File: config.mk
export PLATFORM = sky130hd
export DESIGN_NAME = integer_to_ascii_formatter
export DESIGN_NICKNAME = d
export VERILOG_FILES = /design/src/i2a_pkg.sv /design/src/i2a_front.sv /design/src/i2a_queue.sv /design/src/i2a_back.sv /design/src/integer_to_ascii_formatter.sv
export VERILOG_INCLUDE_DIRS = /design/src /design/src/src
export SDC_FILE = /design/constraint.sdc
export NUM_CORES = 1
export LEC_CHECK = 0
export BUFFER_PORTS_ARGS = -buffer_cell sky130_fd_sc_hd__buf_2
export CAP_MARGIN = 15
export CORE_ASPECT_RATIO = 0.75
export CORE_MARGIN = 3
export CORE_UTILIZATION = 65
export CTS_CLUSTER_SIZE = 24
export DETAILED_ROUTE_END_ITERATION = 16
export GPL_TIMING_DRIVEN = 0
export PLACE_DENSITY = 0.8
export SYNTH_ARGS = -nofsm -noshare
export SYNTH_HDL_FRONTEND = slang
export SYNTH_HIERARCHICAL = 1
export SYNTH_SLANG_ARGS = --single-unit
File: constraint.sdc
create_clock -name clock -period 11.9 [get_ports clock]
set_input_delay 1.785 -clock clock [delete_from_list [all_inputs] [get_ports clock]]
set_output_delay 1.785 -clock clock [all_outputs]
set_load 0.02 [all_outputs]
File: src/assert_macros.svh
// Assertion macros shared by the formatter modules.
`ifndef ASSERT_MACROS_SVH
`define ASSERT_MACROS_SVH

// Clocked assertion that is switched off while reset is high.
`define I2A_ASSERT(name, clk, rst, prop, msg) \
   name: assert property (@(posedge clk) disable iff (rst) (prop)) else $error(msg);

// Clocked assertion that also holds during reset.
`define I2A_ASSERT_ALWAYS(name, clk, prop, msg) \
   name: assert property (@(posedge clk) (prop)) else $error(msg);

`endif

File: src/i2a_pkg.sv
// Package with the format codes, queue entry type and character tables of the formatter.
`default_nettype none

package i2a_pkg;

   // Input kind codes.
   localparam logic [2:0] KIND_SDEC = 3'd0;
   localparam logic [2:0] KIND_UDEC = 3'd1;
   localparam logic [2:0] KIND_HEXL = 3'd2;
   localparam logic [2:0] KIND_HEXU = 3'd3;
   localparam logic [2:0] KIND_PTR  = 3'd4;

   // Internal format classes.
   localparam logic [1:0] FMT_DEC  = 2'd0;
   localparam logic [1:0] FMT_HEXL = 2'd1;
   localparam logic [1:0] FMT_HEXU = 2'd2;
   localparam logic [1:0] FMT_PTR  = 2'd3;

   // Depth of the queue between the front and the back.
   localparam int QUEUE_DEPTH = 2;

   // ASCII codes used in prefixes.
   localparam logic [7:0] CH_MINUS  = 8'h2D;
   localparam logic [7:0] CH_LPAREN = 8'h28;
   localparam logic [7:0] CH_RPAREN = 8'h29;
   localparam logic [7:0] CH_N      = 8'h6E;
   localparam logic [7:0] CH_I      = 8'h69;
   localparam logic [7:0] CH_L      = 8'h6C;
   localparam logic [7:0] CH_ZERO   = 8'h30;
   localparam logic [7:0] CH_X      = 8'h78;
   localparam logic [7:0] CH_UPPER_A = 8'h41;
   localparam logic [7:0] CH_LOWER_A = 8'h61;

   // One classified item waiting for the back end.
   typedef struct packed {
      logic [1:0]  fmt;
      logic        neg;
      logic        nil;
      logic [63:0] value;
   } q_entry_type;

   // Character for one digit nibble in the given format.
   function automatic logic [7:0] digit_char(input logic [1:0] fmt, input logic [3:0] nib);
      logic [7:0] ch;
      if (nib < 4'd10) begin
         ch = CH_ZERO + {4'd0, nib};
      end else if (fmt == FMT_HEXU) begin
         ch = CH_UPPER_A + {4'd0, nib - 4'd10};
      end else begin
         ch = CH_LOWER_A + {4'd0, nib - 4'd10};
      end
      return ch;
   endfunction

   // Character at one position of the prefix: "(nil)", "0x" or "-".
   function automatic logic [7:0] prefix_char(input logic nil, input logic neg,
                                              input logic [2:0] idx);
      logic [7:0] ch;
      ch = CH_MINUS;
      if (nil) begin
         case (idx)
            3'd0:    ch = CH_LPAREN;
            3'd1:    ch = CH_N;
            3'd2:    ch = CH_I;
            3'd3:    ch = CH_L;
            default: ch = CH_RPAREN;
         endcase
      end else if (!neg) begin
         ch = (idx == 3'd0) ? CH_ZERO : CH_X;
      end
      return ch;
   endfunction

endpackage

`default_nettype wire

File: src/i2a_front.sv
// Front end: classifies each accepted item and drops undefined kinds.
`default_nettype none

module i2a_front
   import i2a_pkg::*;
(
   input  wire logic        req_valid,
   input  wire logic [2:0]  req_kind,
   input  wire logic [63:0] req_value,
   input  wire logic        q_ready,
   output logic             req_ready,
   output logic             q_push,
   output q_entry_type      q_entry
);

   logic        keep;
   logic [31:0] low;

   assign low       = req_value[31:0];
   assign req_ready = q_ready;
   assign q_push    = req_valid && q_ready && keep;

   // Map the kind to a format class and prepare the magnitude.
   always_comb begin
      keep          = 1'b1;
      q_entry.fmt   = FMT_DEC;
      q_entry.neg   = 1'b0;
      q_entry.nil   = 1'b0;
      q_entry.value = {32'd0, low};
      unique case (req_kind)
         KIND_SDEC: begin
            q_entry.neg = low[31];
            if (low[31]) begin
               q_entry.value = {32'd0, 32'd0 - low};
            end
         end
         KIND_UDEC: begin
            q_entry.fmt = FMT_DEC;
         end
         KIND_HEXL: begin
            q_entry.fmt = FMT_HEXL;
         end
         KIND_HEXU: begin
            q_entry.fmt = FMT_HEXU;
         end
         KIND_PTR: begin
            q_entry.fmt   = FMT_PTR;
            q_entry.nil   = (req_value == 64'd0);
            q_entry.value = req_value;
         end
         default: begin
            keep = 1'b0;
         end
      endcase
   end

endmodule

`default_nettype wire

File: src/i2a_queue.sv
// Short register queue between the front end and the back end.
`default_nettype none
`include "assert_macros.svh"

module i2a_queue
   import i2a_pkg::*;
(
   input  wire logic        clock,
   input  wire logic        reset,
   input  wire logic        push,
   input  wire q_entry_type push_entry,
   input  wire logic        pop,
   output logic             ready,
   output logic             valid,
   output q_entry_type      head
);

   localparam int PTR_BITS = (QUEUE_DEPTH > 1) ? $clog2(QUEUE_DEPTH) : 1;
   localparam int CNT_BITS = $clog2(QUEUE_DEPTH + 1);

   q_entry_type         entry_ff [QUEUE_DEPTH];
   logic [PTR_BITS-1:0] wr_ptr_ff, wr_ptr_in;
   logic [PTR_BITS-1:0] rd_ptr_ff, rd_ptr_in;
   logic [CNT_BITS-1:0] count_ff, count_in;
   logic                do_push, do_pop;

   assign ready   = (count_ff != CNT_BITS'(QUEUE_DEPTH));
   assign valid   = (count_ff != '0);
   assign head    = entry_ff[rd_ptr_ff];
   assign do_push = push && ready;
   assign do_pop  = pop && valid;

   // Pointer and fill count updates.
   always_comb begin
      wr_ptr_in = wr_ptr_ff;
      rd_ptr_in = rd_ptr_ff;
      count_in  = count_ff;
      if (do_push) begin
         wr_ptr_in = (wr_ptr_ff == PTR_BITS'(QUEUE_DEPTH - 1)) ? '0 : wr_ptr_ff + 1'b1;
      end
      if (do_pop) begin
         rd_ptr_in = (rd_ptr_ff == PTR_BITS'(QUEUE_DEPTH - 1)) ? '0 : rd_ptr_ff + 1'b1;
      end
      if (do_push && !do_pop) begin
         count_in = count_ff + 1'b1;
      end else if (do_pop && !do_push) begin
         count_in = count_ff - 1'b1;
      end
   end

   always_ff @(posedge clock) begin
      if (reset) begin
         wr_ptr_ff <= '0;
         rd_ptr_ff <= '0;
         count_ff  <= '0;
      end else begin
         wr_ptr_ff <= wr_ptr_in;
         rd_ptr_ff <= rd_ptr_in;
         count_ff  <= count_in;
      end
   end

   // Entry storage needs no reset.
   always_ff @(posedge clock) begin
      if (do_push) begin
         entry_ff[wr_ptr_ff] <= push_entry;
      end
   end

   `I2A_ASSERT(a_queue_fill, clock, reset, count_ff <= CNT_BITS'(QUEUE_DEPTH), "queue overfilled")

endmodule

`default_nettype wire

File: src/i2a_back.sv
// Back end: converts one queued item to digits and emits its characters one per transfer.
`default_nettype none
`include "assert_macros.svh"

module i2a_back
   import i2a_pkg::*;
#(
   parameter int COUNT_BITS = 31
) (
   input  wire logic        clock,
   input  wire logic        reset,
   input  wire logic        q_valid,
   input  wire q_entry_type q_head,
   output logic             q_pop,
   input  wire logic        rsp_ready,
   output logic             rsp_valid,
   output logic [7:0]       rsp_char,
   output logic             rsp_last,
   output logic [30:0]      rsp_count
);

   localparam logic [2:0] S_IDLE   = 3'd0;
   localparam logic [2:0] S_PREFIX = 3'd1;
   localparam logic [2:0] S_CONV   = 3'd2;
   localparam logic [2:0] S_SKIP   = 3'd3;
   localparam logic [2:0] S_DIGITS = 3'd4;

   logic [2:0]            state_ff, state_in;
   logic [1:0]            fmt_ff, fmt_in;
   logic                  neg_ff, neg_in;
   logic                  nil_ff, nil_in;
   logic [63:0]           val_ff, val_in;
   logic [39:0]           bcd_ff, bcd_in;
   logic [5:0]            bit_cnt_ff, bit_cnt_in;
   logic [2:0]            pfx_idx_ff, pfx_idx_in;
   logic [63:0]           dig_ff, dig_in;
   logic [4:0]            rem_ff, rem_in;
   logic [COUNT_BITS-1:0] count_ff, count_in;
   logic                  rsp_valid_ff, rsp_valid_in;
   logic [7:0]            rsp_char_ff;
   logic                  rsp_last_ff;
   logic [30:0]           rsp_count_ff, shown;
   logic                  out_free, emit, emit_last;
   logic [7:0]            emit_char;
   logic [2:0]            pfx_last_idx;
   logic [39:0]           bcd_step;

   // One shift-and-add-3 step over all ten decimal digits.
   function automatic logic [39:0] dabble(input logic [39:0] bcd, input logic bit_in);
      logic [39:0] adj;
      adj = bcd;
      for (int d = 0; d < 10; d++) begin
         if (adj[4*d +: 4] >= 4'd5) begin
            adj[4*d +: 4] = adj[4*d +: 4] + 4'd3;
         end
      end
      return {adj[38:0], bit_in};
   endfunction

   assign out_free     = !rsp_valid_ff || rsp_ready;
   assign q_pop        = (state_ff == S_IDLE) && q_valid;
   assign bcd_step     = dabble(bcd_ff, val_ff[31]);
   assign pfx_last_idx = nil_ff ? 3'd4 : (neg_ff ? 3'd0 : 3'd1);

   // Sequencer for prefix, conversion, leading zero skip and digit output.
   always_comb begin
      state_in   = state_ff;
      fmt_in     = fmt_ff;
      neg_in     = neg_ff;
      nil_in     = nil_ff;
      val_in     = val_ff;
      bcd_in     = bcd_ff;
      bit_cnt_in = bit_cnt_ff;
      pfx_idx_in = pfx_idx_ff;
      dig_in     = dig_ff;
      rem_in     = rem_ff;
      emit       = 1'b0;
      emit_last  = 1'b0;
      emit_char  = CH_ZERO;
      unique case (state_ff)
         S_IDLE: begin
            if (q_valid) begin
               fmt_in     = q_head.fmt;
               neg_in     = q_head.neg;
               nil_in     = q_head.nil;
               val_in     = q_head.value;
               bcd_in     = '0;
               bit_cnt_in = 6'd32;
               pfx_idx_in = 3'd0;
               dig_in     = {q_head.value[31:0], 32'd0};
               rem_in     = 5'd8;
               if (q_head.neg || q_head.fmt == FMT_PTR) begin
                  state_in = S_PREFIX;
               end else if (q_head.fmt == FMT_DEC) begin
                  state_in = S_CONV;
               end else begin
                  state_in = S_SKIP;
               end
            end
         end
         S_PREFIX: begin
            if (out_free) begin
               emit       = 1'b1;
               emit_char  = prefix_char(nil_ff, neg_ff, pfx_idx_ff);
               emit_last  = nil_ff && (pfx_idx_ff == pfx_last_idx);
               pfx_idx_in = pfx_idx_ff + 3'd1;
               if (pfx_idx_ff == pfx_last_idx) begin
                  if (nil_ff) begin
                     state_in = S_IDLE;
                  end else if (neg_ff) begin
                     state_in = S_CONV;
                  end else begin
                     dig_in   = val_ff;
                     rem_in   = 5'd16;
                     state_in = S_SKIP;
                  end
               end
            end
         end
         S_CONV: begin
            bcd_in     = bcd_step;
            val_in     = {val_ff[62:0], 1'b0};
            bit_cnt_in = bit_cnt_ff - 6'd1;
            if (bit_cnt_ff == 6'd1) begin
               dig_in   = {bcd_step, 24'd0};
               rem_in   = 5'd10;
               state_in = S_SKIP;
            end
         end
         S_SKIP: begin
            if (dig_ff[63:60] == 4'd0 && rem_ff > 5'd1) begin
               dig_in = {dig_ff[59:0], 4'd0};
               rem_in = rem_ff - 5'd1;
            end else begin
               state_in = S_DIGITS;
            end
         end
         S_DIGITS: begin
            if (out_free) begin
               emit      = 1'b1;
               emit_char = digit_char(fmt_ff, dig_ff[63:60]);
               emit_last = (rem_ff == 5'd1);
               dig_in    = {dig_ff[59:0], 4'd0};
               rem_in    = rem_ff - 5'd1;
               if (rem_ff == 5'd1) begin
                  state_in = S_IDLE;
               end
            end
         end
         default: begin
            state_in = S_IDLE;
         end
      endcase
   end

   // Saturating character count and the value shown on the port.
   assign count_in = (emit && count_ff != '1) ? count_ff + 1'b1 : count_ff;

   generate
      if (COUNT_BITS > 31) begin : g_wide_count
         assign shown = (|count_in[COUNT_BITS-1:31]) ? '1 : count_in[30:0];
      end else begin : g_narrow_count
         assign shown = 31'(count_in);
      end
   endgenerate

   assign rsp_valid_in = emit || (rsp_valid_ff && !rsp_ready);

   always_ff @(posedge clock) begin
      if (reset) begin
         state_ff     <= S_IDLE;
         count_ff     <= '0;
         rsp_valid_ff <= 1'b0;
      end else begin
         state_ff     <= state_in;
         count_ff     <= count_in;
         rsp_valid_ff <= rsp_valid_in;
      end
   end

   // Working registers and output payload need no reset.
   always_ff @(posedge clock) begin
      fmt_ff     <= fmt_in;
      neg_ff     <= neg_in;
      nil_ff     <= nil_in;
      val_ff     <= val_in;
      bcd_ff     <= bcd_in;
      bit_cnt_ff <= bit_cnt_in;
      pfx_idx_ff <= pfx_idx_in;
      dig_ff     <= dig_in;
      rem_ff     <= rem_in;
      if (emit) begin
         rsp_char_ff  <= emit_char;
         rsp_last_ff  <= emit_last;
         rsp_count_ff <= shown;
      end
   end

   assign rsp_valid = rsp_valid_ff;
   assign rsp_char  = rsp_char_ff;
   assign rsp_last  = rsp_last_ff;
   assign rsp_count = rsp_count_ff;

   `I2A_ASSERT(a_digits_left, clock, reset, (state_ff == S_DIGITS) |-> (rem_ff != 5'd0), "no digit left in digit output")
   `I2A_ASSERT(a_conv_bits, clock, reset, (state_ff == S_CONV) |-> (bit_cnt_ff != 6'd0), "conversion ran past its bits")
   `I2A_ASSERT(a_last_ends, clock, reset, (emit && emit_last) |=> (state_ff == S_IDLE), "last character did not end the item")

endmodule

`default_nettype wire

File: src/integer_to_ascii_formatter.sv
// Top level of the integer to ASCII formatter: front end, queue and back end.
// Sequence: after the input transfer an item passes the queue and is popped by the back end,
// which emits any pointer or minus prefix characters; decimal kinds then run a 32-step binary
// to BCD loop, and leading zero digits are skipped before the digits are output.
// Throughput: one character per cycle while output and rsp_tready is high; the back end works
// on one item at a time, while the queue can take up to two further items meanwhile.
// Reset: synchronous, active high; clears the queue, the sequencer and the character count.
`default_nettype none

module integer_to_ascii_formatter
   import i2a_pkg::*;
#(
   parameter int COUNT_BITS = 31
) (
   input  wire logic        clock,
   input  wire logic        reset,
   input  wire logic        req_tvalid,
   output logic             req_tready,
   input  wire logic [63:0] req_tdata,   // [63:0] value
   input  wire logic [2:0]  req_tuser,   // [2:0] kind
   output logic             rsp_tvalid,
   input  wire logic        rsp_tready,
   output logic [39:0]      rsp_tdata,   // [7:0] char_code, [38:8] total_count, [39] zero
   output logic             rsp_tlast    // last_char
);

   logic        q_push, q_ready, q_valid, q_pop;
   q_entry_type push_entry, q_head;
   logic [7:0]  rsp_char;
   logic [30:0] rsp_count;

   i2a_front u_front (
      .req_valid (req_tvalid),
      .req_kind  (req_tuser),
      .req_value (req_tdata),
      .q_ready   (q_ready),
      .req_ready (req_tready),
      .q_push    (q_push),
      .q_entry   (push_entry)
   );

   i2a_queue u_queue (
      .clock      (clock),
      .reset      (reset),
      .push       (q_push),
      .push_entry (push_entry),
      .pop        (q_pop),
      .ready      (q_ready),
      .valid      (q_valid),
      .head       (q_head)
   );

   i2a_back #(
      .COUNT_BITS (COUNT_BITS)
   ) u_back (
      .clock     (clock),
      .reset     (reset),
      .q_valid   (q_valid),
      .q_head    (q_head),
      .q_pop     (q_pop),
      .rsp_ready (rsp_tready),
      .rsp_valid (rsp_tvalid),
      .rsp_char  (rsp_char),
      .rsp_last  (rsp_tlast),
      .rsp_count (rsp_count)
   );

   // Pack the result fields into the data bus.
   assign rsp_tdata = {1'b0, rsp_count, rsp_char};

endmodule

`default_nettype wire
Word-level counts from Yosys, hierarchy flattened
Memory sizes are Yosys's and may differ from the RTL's. A register that Yosys moved wholly into a read port is not among the register bits.
Cells that the tools add are included.
Storage, ports and cells
  register bits: 265
  RAM bits: 136
  input bits: 71
  logic and storage cells: 198
  memories: 1
Operators by class
  add/subtract/negate cells: 23
  magnitude comparators: 12
  equality and inequality tests: 28
  mux-type cells: 80
  reductions and logical operators: 36
Memories
  u_queue.entry_ff: words 2, width 68, read ports 1, clocked after Yosys merged registers in 1, wr ports 1, line i2a_queue.sv:21  | q_entry_type entry_ff [QUEUE_DEPTH];
Operator list (count)
  64-bit two-way mux: 9
  64-bit case mux with 5 select lines: 1
  64-bit case mux with 2 select lines: 2
  40-bit case mux with 2 select lines: 1
  64-bit logical NOT: 1
  8-bit two-way mux: 6
  4-bit by 3-bit greater-or-equal comparator with 1-bit output (second input constant): 10
  40-bit two-way mux: 1
  5-bit two-way mux: 8
  3-bit two-way mux: 13
  4-bit by 2-bit adder with 4-bit output (second input constant): 9
  4-bit two-way mux: 9
  32-bit two-way mux: 1
  1-bit by 32-bit subtractor with 32-bit output (first input constant): 1
  31-bit by 1-bit adder with 31-bit output (second input constant): 1
  31-bit two-way mux: 1
  31-bit inequality test (second input constant): 1
  7-bit case mux with 4 select lines: 1
  5-bit case mux with 5 select lines: 1
  3-bit by 2-bit equality test with 1-bit output (second input constant): 6
  7-bit by 4-bit adder with 8-bit output (first input constant): 2
  1-bit two-way mux: 16
  8-bit case mux with 2 select lines: 1
  3-bit case mux with 5 select lines: 1
  other kinds (40): 76

Depth between registers and ports, before layout
  depth in word-level cells: 9
  depth in mapped cells: 10
  gate-level depth less buffers: 8

Modules after synthesis
The synthesis kept the hierarchy.
Modules (own cells, without submodules)
  i2a_back: times used 1, cells an instance 1076, area each 12962.4 um^2
  i2a_queue: times used 1, cells an instance 236, area each 5212.5 um^2
  i2a_front: times used 1, cells an instance 167, area each 1096.1 um^2
  integer_to_ascii_formatter: times used 1, cells an instance 2, area each 11.3 um^2

Worst setup path before layout
OpenSTA, ideal clock, no wires.
  kind: input to register
  start point: input port rsp_tready
  end point: register u_back.dig_ff[0], enable pin
  data arrival time: 3956 ps
  setup slack: 7509 ps
  cell stages on the path: 4
  path through: nor2b_1 a211oi_1 o311a_1 and2_1
Between the ends
  word-level cells in the longest chain between the ends: 3
  elaborated cells on any way between the ends: 4
RTL lines
  start, declared: line integer_to_ascii_formatter.sv:22  | input wire logic rsp_tready,
  1-bit logical OR *: line i2a_back.sv:60  | assign out_free = !rsp_valid_ff || rsp_ready;
  2-bit by 1-bit inequality test with 1-bit output (no source line)
  9-bit AND reduction (no source line) *
  end signal, assigned: line i2a_back.sv:190  | dig_ff <= dig_in;
  end, declared: line i2a_back.sv:36  | logic [63:0] dig_ff, dig_in;
Every way passes the cells marked *; elsewhere a longest branch is shown, timed or not.
A chain may end at the register's enable or synchronous reset.

Final worst setup path
  start point: input port rsp_tready
  end point: register u_back.count_ff[23]
Between the ends
  word-level cells in the longest chain between the ends: 5
RTL lines
  1-bit logical OR: line i2a_back.sv:60
  1-bit two-way mux: line i2a_back.sv:102, i2a_back.sv:139
  1-bit two-way mux
  named net u_back.emit: line i2a_back.sv:43  | logic out_free, emit, emit_last;
  1-bit logical AND: line i2a_back.sv:157  | assign count_in = (emit && count_ff != '1) ? count_ff + 1'b1 : count_ff;
  31-bit two-way mux: line i2a_back.sv:157
  end signal, assigned: line i2a_back.sv:176  | count_ff <= count_in;
  end, declared: line i2a_back.sv:38  | logic [COUNT_BITS-1:0] count_ff, count_in;
The timed path passes the listed nets, and every way through them passes these cells.

==> results.md <==
* Die height at 155 um
* Post-Route WL at 47,700 um
* Post-synth EDFFs at 361
* Post-synth top area share at 56.2%
* Synthesized net count at 1,588
* GP Congestion at 0.986
* Syn Inst Count at 1,481
* GRT overflow at 0
* Core area at 28,600 um2
* Final clock skew at 13.8 ps
* Number of diodes at 0
* Initial antenna violation count at 0
* Yosys warns at 6
* Rel. slew slack at 17.9%
* Clk sinks at 401
* Port buffer count at 111
* Storage element area at 11,600 um2
* Placed insts at 1,981
* Vias in the first global route at 12,145
* Worst-Skew Late Latency at 540 ps
* Largest net degree at the start of global routing at 69
* Synth Flop Type: edfxtp_1
* Number of synthesized register bits at 401
* Max rail drop VDD at 281 uV
* Hpwl dp at 34,800 um
* Tcrit/Tclk final at 33.5%
* CTS root buffer: clkbuf_16
* Seq pwr share at 44.2%
* Hold Worst Slack at 515 ps
* CTS tree: done
* WS Path Type: in -> reg
* Sw Ratio at 36.6%
* Achievable frequency at 251 MHz
* All-Layer GR Usage at 29.9%
* Post-route setup TNS at 0 ps
* LEAKAGE at 7.92 nW
* DRT Pass-1 Iters at 5
* Synthesized area per cell at 13.0 um2
* Syn Std Cell Area at 19,300 um2
* Filler cells at 1,817
* RSZ-0062 raised after global routing: false
* Cell taking the most area after synthesis: edfxtp_1
* Max-Cap Viols at 0
* Cts hold-fix bufs at 0
* Status: completed
* Violation count after the first detailed-routing iteration at 1,668
* Antenna-violating nets left at 0
* Die width at 205 um
* DIE AREA at 31,800 um2
* CTS Buffer Depth at 3
* Gate power share at 35.8%
* H-tree level count at 2
* Startpoint Class: input pin
* Hold crit path type: reg -> reg
* Final min period at 3990 ps
* Total power at 5.89 mW
* Clock power share at 20.0%
* Post-CTS Setup Bufs at 0
* Crit. End Element: flop
* Post-synth ARST share at 0%
* Final nets at 1,744
* Boundary Pins at 114
* Non-Filler Instances at 2,052
* Multi-input gate area at 7150 um2
* First-pass GRT wire length at 71,800 um
* Final setup fails at 0
* Site Rows at 53
* Post-layout util at 75.7%
* Distinct cells, synth at 83
* Synth area leaders: edfxtp_1 56%, mux2_2 6.5%, dfxtp_1 4.2%
* Hold violation total from the final report at 0
* Switching power at 2.16 mW
* Worst EP required at 12,320 ps
* Initial Util at 67.5%
* CP max FO at 46
* Area delta synth->final at 12.2%
* Fin. max-slew vios at 0
* DR DRC count at 0
* Reg clk slew, reported paths at 60 ps
* Vias/cell at 6.34
* Sequential area share after synthesis at 60.4%
* Post-CTS Resized at 0
* Share of cells above drive strength 1 at 21.8%
* Least-Margin Pin Slew at 1220 ps
* Vias post-DR at 13,014
* Total CTS buffers at 39
* Pwr Density at 272 nW/um2
* Routed len/inst at 23.3 um
* Pint at 3.73 mW
* WP data arrival at 4410 ps
## through the flow
step	worst slack, ps	cell area, um2
after floorplan	7510	19300
after global placement	5430	20300
after detailed placement	7360	20400
after CTS	7910	21600
after global routing	7710	21600
final	7910	21600
## sequential cells by signal, indices dropped and copies added, names as in the netlist, 3 cells and up, named ones only
| register | flops |
|---|---|
| u_back/dig_ff | 64 |
| u_back/rsp_char | 7 |
| u_back/val_ff | 64 |
| u_queue/entry_ff | 136 |
| u_back/state_ff | 3 |
| u_back/pfx_idx_ff | 3 |
| u_back/count_ff | 31 |
| u_back/bit_cnt_ff | 6 |
| u_back/bcd_ff | 40 |
| u_back/rsp_count | 31 |
| u_back/rem_ff | 5 |
## kinds of logic (layout without fill, tap and decap cells)
logic type	Yosys count	after routing	share of synthesized area (%)
multiplexers	155	155	9.43
XOR/XNOR	91	91	4.13
buffers and inverters	117	303	2.61
AND/OR/NAND/NOR	421	421	11.6
AO/OA/AOI/OAI	258	258	9.47
flip-flops	401	401	60.4
adder cells (fa/ha/maj)	36	36	2.34
other	2	2	0.0389
## Yosys cell counts (4+ instances only)
master,number
clkbuf_1,46
a22o_1,28
ha_1,36
a22oi_1,16
or3_1,8
a211oi_1,7
and3_1,8
o22a_1,24
a21oi_1,62
a221o_1,8
mux2_4,25
nand3b_1,4
nor4_2,4
nor3_1,23
and2_1,60
dfxtp_1,40
a211o_1,9
edfxtp_1,361
mux2_2,112
nand4_1,18
nor2b_1,13
a221oi_1,8
nand2b_1,15
buf_6,5
nor2_1,123
a31oi_1,7
nor4_1,12
nor2_2,4
xnor2_1,41
buf_4,4
o21ai_0,45
buf_2,9
nand3_1,15
o221ai_1,8
mux2i_1,16
inv_1,47
xor2_1,50
nand2_1,83
## final timing paths
| kind | endpoint | slack, ps | startpoint | cells after the start |
|---|---|---|---|---|
| max | u_back/count_ff[23] | 7910 | rsp_tready | 7 |
| min | flop | 520 | u_queue/rd_ptr_ff | 2 |
| max reg2reg | u_back/val_ff[21] | 8130 | u_back/state_ff[0] | 7 |
| min reg2reg | flop | 520 | u_queue/rd_ptr_ff | 2 |
## worst max-delay path, stage by stage
cell and delay (ps):
buf_2 90, nor2b_1 70, or3_1 500, inv_2 800
o2111ai_4 430, nor3_2 390, mux2_4 330
## power groups by stage
stage / Combinational [mW] / Sequential, mW / Clock [mW]
after detailed placement: 2.06 / 2.62 / 0
after floorplan: 1.37 / 2.61 / 0
after global placement: 1.94 / 2.68 / 0
final: 2.11 / 2.60 / 1.18
after CTS: 2.07 / 2.59 / 1.19
after global routing: 2.27 / 2.64 / 1.25
## routing by layer
metal	share of wire [%]	wire, um	GRT usage [%]
met1	43	20600	48.0
met2	43	20500	43.1
met4	1.7	829	6.80
met5	0	0	0
met3	12	5760	4.94
## layout by cell type, fill, tap and decap left out, drive strengths merged, types with 16 or more instances in the layout
cell and n:
edfxtp 361, mux2 139, buf 136, nor2 128
clkbuf 100, nand2 83, a21oi 62, and2 60
xor2 50, inv 50, o21ai 47, xnor2 41
dfxtp 40, ha 36, a22o 28, nor3 25
o22a 24, nand4 19, nor4 19, mux2i 16
a22oi 16
## area by class of cell
class / instances / area share, %
clock inverter: 17 / 0.590
clock buffer: 54 / 5.01
sequential: 401 / 53.8
inverter: 50 / 0.879
tap: 385 / 2.23
multi-input combinational: 963 / 33.1
buffer: 67 / 1.46
timing repair buffer: 115 / 2.95
(Power assumes the default switching activity.)
